--- src/rtl/bmhq_pkg.sv ---
// ----------------------------------------------------------------------------
// bmhq_pkg
// Shared types and constants of the binary max-heap queue.
// ----------------------------------------------------------------------------
`default_nettype none

package bmhq_pkg;

	localparam int DEPTH      = 64;
	localparam int VALUE_BITS = 32;
	localparam int ADDR_W     = $clog2(DEPTH);
	localparam int CNT_W      = $clog2(DEPTH + 1);

	localparam logic       OP_PUSH = 1'b0;
	localparam logic       OP_POP  = 1'b1;

	localparam logic [1:0] ERR_OK    = 2'd0;
	localparam logic [1:0] ERR_EMPTY = 2'd1;
	localparam logic [1:0] ERR_FULL  = 2'd2;

	typedef struct packed {
		logic                         operation;
		logic signed [VALUE_BITS-1:0] value;
	} req_t;

	typedef struct packed {
		logic signed [VALUE_BITS-1:0] top_value;
		logic                         not_empty;
		logic [CNT_W-1:0]             entry_count;
		logic [1:0]                   error;
	} rsp_t;

endpackage

`default_nettype wire

--- src/rtl/binary_max_heap_queue.sv ---
// ----------------------------------------------------------------------------
// binary_max_heap_queue
// Array-based max-heap priority queue with push and pop of signed values.
//
//   channel   ports                 handshake
//   command   start, busy, req      word taken when start && !busy
//   result    done, rsp             word valid for the one cycle done is high
//
// A push starts at the next free slot and climbs the heap level by level; a
// pop moves the last entry to the root and sifts it down level by level. A
// refused word, an empty pop or a pop of the last entry goes straight to the
// finish state.
// The heap RAM has one write and one registered read port; one comparator is shared.
// Reset clears the state, entry count, error and done; the RAM is not cleared.
// The receiver cannot stall; done strobes in the same cycle that busy falls.
// ----------------------------------------------------------------------------
`default_nettype none

module binary_max_heap_queue
	import bmhq_pkg::*;
(
	input  wire logic clk,
	input  wire logic arst_n,
	input  wire logic start,
	output logic      busy,
	input  wire req_t req,
	output logic      done,
	output rsp_t      rsp
);

	localparam logic [3:0] S_IDLE    = 4'd0;
	localparam logic [3:0] S_UP_RD   = 4'd1;
	localparam logic [3:0] S_UP_CMP  = 4'd2;
	localparam logic [3:0] S_DN_LOAD = 4'd3;
	localparam logic [3:0] S_DN_RDL  = 4'd4;
	localparam logic [3:0] S_DN_RDR  = 4'd5;
	localparam logic [3:0] S_DN_SEL  = 4'd6;
	localparam logic [3:0] S_DN_CMP  = 4'd7;
	localparam logic [3:0] S_FIN     = 4'd8;

	logic [3:0]            state_q, state_d;
	logic [CNT_W-1:0]      cnt_q, cnt_d;
	logic [1:0]            err_q, err_d;
	logic                  done_q;
	rsp_t                  rsp_q;

	logic [ADDR_W-1:0]     pos_q, pos_d;
	logic [ADDR_W-1:0]     cidx_q, cidx_d;
	logic [VALUE_BITS-1:0] mov_q, mov_d;
	logic [VALUE_BITS-1:0] cval_q, cval_d;
	logic [VALUE_BITS-1:0] root_q;

	logic [VALUE_BITS-1:0] mem [DEPTH];
	logic [VALUE_BITS-1:0] rd_q;
	logic                  rd_en;
	logic [ADDR_W-1:0]     rd_addr;
	logic                  wr_en;
	logic [ADDR_W-1:0]     wr_addr;
	logic [VALUE_BITS-1:0] wr_data;

	logic [VALUE_BITS-1:0] cmp_a, cmp_b;
	logic                  cmp_gt;

	logic [ADDR_W-1:0]     parent;
	logic [CNT_W:0]        child, child_r, cnt_x;
	logic [CNT_W-1:0]      cnt_dec;
	logic                  accept;

	assign accept  = start && !busy;
	assign busy    = (state_q != S_IDLE);
	assign parent  = (pos_q - ADDR_W'(1)) >> 1;
	assign child   = (CNT_W+1)'({pos_q, 1'b1});
	assign child_r = child + (CNT_W+1)'(1);
	assign cnt_x   = {1'b0, cnt_q};
	assign cnt_dec = cnt_q - CNT_W'(1);

	// shared signed comparator
	always_comb begin
		unique case (state_q)
			S_UP_CMP: begin
				cmp_a = mov_q;
				cmp_b = rd_q;
			end
			S_DN_SEL: begin
				cmp_a = rd_q;
				cmp_b = cval_q;
			end
			default: begin
				cmp_a = cval_q;
				cmp_b = mov_q;
			end
		endcase
	end
	assign cmp_gt = $signed(cmp_a) > $signed(cmp_b);

	always_comb begin
		state_d = state_q;
		cnt_d   = cnt_q;
		err_d   = err_q;
		pos_d   = pos_q;
		cidx_d  = cidx_q;
		mov_d   = mov_q;
		cval_d  = cval_q;
		rd_en   = 1'b0;
		rd_addr = pos_q;
		wr_en   = 1'b0;
		wr_addr = pos_q;
		wr_data = mov_q;
		unique case (state_q)
			S_IDLE: begin
				if (accept) begin
					err_d = ERR_OK;
					if (req.operation == OP_PUSH) begin
						if (cnt_x >= (CNT_W+1)'(DEPTH)) begin
							err_d   = ERR_FULL;
							state_d = S_FIN;
						end else begin
							mov_d   = VALUE_BITS'(req.value);
							pos_d   = cnt_q[ADDR_W-1:0];
							cnt_d   = cnt_q + CNT_W'(1);
							state_d = S_UP_RD;
						end
					end else if (cnt_q == '0) begin
						err_d   = ERR_EMPTY;
						state_d = S_FIN;
					end else begin
						cnt_d = cnt_dec;
						pos_d = '0;
						if (cnt_dec == '0) begin
							state_d = S_FIN;
						end else begin
							rd_en   = 1'b1;
							rd_addr = cnt_dec[ADDR_W-1:0];
							state_d = S_DN_LOAD;
						end
					end
				end
			end
			S_UP_RD: begin
				if (pos_q == '0) begin
					wr_en   = 1'b1;
					state_d = S_FIN;
				end else begin
					rd_en   = 1'b1;
					rd_addr = parent;
					state_d = S_UP_CMP;
				end
			end
			S_UP_CMP: begin
				wr_en = 1'b1;
				if (cmp_gt) begin
					wr_data = rd_q;
					pos_d   = parent;
					state_d = S_UP_RD;
				end else begin
					state_d = S_FIN;
				end
			end
			S_DN_LOAD: begin
				mov_d   = rd_q;
				state_d = S_DN_RDL;
			end
			S_DN_RDL: begin
				if (child >= cnt_x) begin
					wr_en   = 1'b1;
					state_d = S_FIN;
				end else begin
					rd_en   = 1'b1;
					rd_addr = child[ADDR_W-1:0];
					state_d = S_DN_RDR;
				end
			end
			S_DN_RDR: begin
				cval_d = rd_q;
				cidx_d = child[ADDR_W-1:0];
				if (child_r < cnt_x) begin
					rd_en   = 1'b1;
					rd_addr = child_r[ADDR_W-1:0];
					state_d = S_DN_SEL;
				end else begin
					state_d = S_DN_CMP;
				end
			end
			S_DN_SEL: begin
				if (cmp_gt) begin
					cval_d = rd_q;
					cidx_d = cidx_q + ADDR_W'(1);
				end
				state_d = S_DN_CMP;
			end
			S_DN_CMP: begin
				wr_en = 1'b1;
				if (cmp_gt) begin
					wr_data = cval_q;
					pos_d   = cidx_q;
					state_d = S_DN_RDL;
				end else begin
					state_d = S_FIN;
				end
			end
			S_FIN: begin
				state_d = S_IDLE;
			end
			default: begin
				state_d = S_IDLE;
			end
		endcase
	end

	// heap RAM: one write, one registered read per cycle
	always_ff @(posedge clk) begin
		if (wr_en) begin
			mem[wr_addr] <= wr_data;
		end
		if (rd_en) begin
			rd_q <= mem[rd_addr];
		end
	end

	always_ff @(posedge clk) begin
		pos_q  <= pos_d;
		cidx_q <= cidx_d;
		mov_q  <= mov_d;
		cval_q <= cval_d;
		if (wr_en && wr_addr == '0) begin
			root_q <= wr_data;
		end
		if (state_q == S_FIN) begin
			rsp_q.top_value   <= (cnt_q != '0) ? $signed(root_q) : '0;
			rsp_q.not_empty   <= (cnt_q != '0);
			rsp_q.entry_count <= cnt_q;
			rsp_q.error       <= err_q;
		end
	end

	always_ff @(posedge clk or negedge arst_n) begin
		if (!arst_n) begin
			state_q <= S_IDLE;
			cnt_q   <= '0;
			err_q   <= ERR_OK;
			done_q  <= 1'b0;
		end else begin
			state_q <= state_d;
			cnt_q   <= cnt_d;
			err_q   <= err_d;
			done_q  <= (state_q == S_FIN);
		end
	end

	assign done = done_q;
	assign rsp  = rsp_q;

endmodule

`default_nettype wire

--- config.mk ---
export PLATFORM = sky130hd
export DESIGN_NAME = binary_max_heap_queue
export DESIGN_NICKNAME = d
export VERILOG_FILES = /design/src/rtl/bmhq_pkg.sv /design/src/rtl/binary_max_heap_queue.sv
export SDC_FILE = /design/constraint.sdc
export NUM_CORES = 2
export LEC_CHECK = 0
export ABC_AREA = 0
export ABC_CLOCK_PERIOD_IN_PS = 7200
export BUFFER_PORTS_ARGS = -buffer_cell sky130_fd_sc_hd__buf_2
export CAP_MARGIN = 5
export CELL_PAD_IN_SITES_DETAIL_PLACEMENT = 1
export CELL_PAD_IN_SITES_GLOBAL_PLACEMENT = 1
export CORE_MARGIN = 2
export CORE_UTILIZATION = 56
export CTS_BUF_LIST = sky130_fd_sc_hd__clkbuf_8
export DETAILED_ROUTE_END_ITERATION = 8
export PLACE_DENSITY_LB_ADDON = 0.1
export SLEW_MARGIN = 20
export SYNTH_ARGS = -nofsm -noshare
export SYNTH_HDL_FRONTEND = slang
export SYNTH_SLANG_ARGS = --single-unit
--- constraint.sdc ---
create_clock -name clk -period 7.2 [get_ports clk]
set_input_delay 1.08 -clock clk [delete_from_list [all_inputs] [get_ports clk]]
set_output_delay 1.08 -clock clk [all_outputs]
set_load 0.05 [all_outputs]
==> key figures <==
Timing
  • Final Skew: roughly 95 ps
  • Final Hold Fails: 0
  • Crit path time final: 6600 ps
  • # setup viols final: 0
  • Slew HR: 10.6%
  • Final Max Slew Viols: 0
  • Maximum clock frequency: 0.152 GHz
  • RSZ-0062 raised after global routing: false
  • Period utilisation layout: 91.6%
  • Setup TNS: 0 ps
  • Least-Margin Pin Slew: about 1300 ps

Synth
  • Most frequent cell after synthesis: edfxtp_1
  • Post-synth EDFFs: 2230
  • Distinct cells, synth: around 100
  • Synth area leader: edfxtp_1
  • Yosys warns: 0
  • Cell area after synthesis: slightly above 0.09 mm^2
  • Top cells by area, synth: edfxtp_1, nand2_1, mux2i_1
  • #FFs+latches synth: 2244
  • Syn Inst Count: 6401
  • Synth Area per Inst: 14.4 um^2
  • Synth Net Count: around 6.5k
  • Post-synth top cells: edfxtp_1, nand2_1, mux2i_1, nand3_1, a21oi_1
  • Top_reg_cell synth: edfxtp_1
  • Ys async rst share: 0.624%
  • Sequential area share after synthesis: 73.3%
  • Post-synth top area share: 72.9%

Die
  • # IOs: 80
  • Die area: about 0.17 mm^2
  • Row count: 148
  • Starting Density: 56.4%
  • Core area: 0.163 mm^2
  • Die extent in x: around 410 um
  • Die Y: 409 um

Drt
  • Vias per cell: 7.00
  • DRT antenna net count: 0
  • Routed WL: ~350 mm
  • DRC Markers: 0
  • Drt first-iter violations: 10.7k
  • Routed len/inst: 37.6 um
  • Via count: 64.3k
  • Drt first pass iters: 7

Worst setup path
  • Worst path arrival time: 7400 ps
  • Crit path launch type: register
  • CP required: 8000 ps
  • Element type at the critical path end: register
  • Worst-path cell chain: inv_1 > nor3_1 > nand3_1 > xnor2_1 > ha_1 > o21ai_0 > a21oi_1 > a211oi_1 > a211oi_2 > a22oi_2 > nand2_2 > buf_4 > o22ai_1 > or4_1 > a211oi_1 > o31ai_1
  • Crit path max fanout: 16
  • Setup slack, reg-to-reg: approximately 600 ps
  • Cell mode on critical path: a211oi_1
  • Worst r2r src: pos_q[2]
  • R2R depth: 16
  • Crit path from: pos_q[2]
  • Peak per-stage delay on the critical path: 800 ps
  • Crit path kind: register to register
  • CP max-delay cell: edfxtp_1
  • R2r endpoint: rd_q[2]

Clocking
  • # resized after CTS: 0
  • Clock slew at reported path FFs: around 60 ps
  • Clock net sink count: roughly 2.2k
  • CTS tree: built
  • Worst skew pair latency: 1110 ps
  • Longest Clk Path Bufs: 4
  • Max H-tree Level: 5
  • Number of setup buffers added after CTS: 0
  • Root buffer cell: clkbuf_8
  • Post-CTS Hold Fix Bufs: 1
  • Cts bufs inserted: around 380

GRT
  • Vias in the first global route: between 60k and 70k
  • Congestion Overflow GR: 0
  • Total track usage: 40.9%
  • First-pass GRT wire length: between 400 and 500 mm
  • Largest net degree at the start of global routing: 132
  • Initial antenna violation count: 11

Placement
  • I/O Buffers: 79
  • HPWL after DPL: 206 mm
  • GPL Wtd Cong: 0.908

Status
  • Status: finished clean

Min path
  • Hold Path End: mov_q[10]
  • Hold path startpoint: req[10]
  • WHS Path Cells: 2
  • Hold WC Path Type: input pin to register

Final layout
  • Share of layout cells above drive strength 1: 14.5%
  • Net count, final: 6821
  • Fill cells: 15.0k
  • Synthesis-to-layout area growth: 12.7%

Flow run
  • Max Cap Viol: 0
[critical path, delay by kind of cell, from the launching register on]
kind	cells	cell delay, ps
XOR/XNOR	1	180
adder cells (fa/ha/maj)	1	270
flip-flops	1	800
buffers and inverters	2	690
AND/OR/NAND/NOR	4	1500
AO/OA/AOI/OAI	8	2870
[per-stage QoR]
| step | setup WS (ps) | area (um^2) | std cells | util, % | hold WS (ps) |
|---|---|---|---|---|---|
| after floorplan | 968 | 91900 | 6401 | - | 419 |
| after detailed placement | 995 | 96900 | 8523 | 59.5 | 458 |
| after CTS | 1010 | 103000 | 9171 | 63.5 | 235 |
| after global placement | 1110 | 96500 | 8507 | 59.3 | 440 |
| after global routing | 667 | 104000 | 9180 | 63.6 | 291 |
| final | 602 | 104000 | 9186 | 63.6 | 316 |
[cell type report]
type	instances	area, um^2	area share [%]
antenna	8	20.0	0.0193
clock buffer	382	5260	5.08
clock inverter	265	1230	1.19
inverter	16	60.1	0.0580
multi-input combinational	3715	23500	22.7
sequential	2244	67300	65.0
tap	2175	2720	2.63
timing repair buffer	381	3430	3.31
[logic make-up (layout without fill, tap and decap cells)]
family / count (synthesis) / in the layout / synth area share, %
other cells: 0 / 8 / 0
xor+xnor: 20 / 20 / 0.191
simple gates: 2012 / 2012 / 9.62
flops: 2244 / 2244 / 73.3
compound gates: 1266 / 1266 / 9.70
buf+inv: 442 / 1044 / 2.49
fa+ha+maj: 50 / 50 / 0.681
mux: 367 / 367 / 4.05
[registers in the layout, summed over array words and instances, names as in the netlist, 4 cells and up]
register / count
mem: 2048
rsp: 42
cval_q: 32
mov_q: 32
rd_q: 32
root_q: 32
cnt_q: 7
cidx_q: 6
pos_q: 6
state_q: 4
[worst max-delay path by stage]
| stage | endpoint | slack, ps | depth (start not counted) |
|---|---|---|---|
| finish | rd_q[2] | 600 | 16 |
| global route | rd_q[2] | 670 | 16 |
| CTS | rd_q[2] | 1010 | 16 |
| detailed placement | rd_q[2] | 990 | 16 |
| global placement | rd_q[2] | 1110 | 16 |
| floorplan | done | 970 | 4 |
[routing by layer]
metal	global-route usage [%]	share of wire [%]	vias to the layer above
li1	-	-	25500
met1	54.8	36	32600
met2	60.4	44	4937
met3	10.3	13	1193
met4	25.4	7.3	4
met5	0	0.0078	-
[cells in the final DEF (no fill, tap or decap), types with 33 or more instances in the layout]
cell type and n:
edfxtp_1 2230, and2_1 38, a31oi_1 159, a211oi_1 219, mux2i_1 332, clkbuf_8 382, o22ai_1 106, clkinv_1 109
a22oi_1 50, nor2_4 73, and3_1 170, inv_1 123, o21ai_0 89, mux2_2 35, clkinv_2 33, buf_12 41
nor2_1 99, a21oi_1 236, buf_4 247, a32oi_1 82, nand3_1 292, nand2_1 1210, ha_1 50, buf_2 79
Power is not shown: default switching activity piles up to over one toggle a cycle in this logic, so the estimate is an artifact.
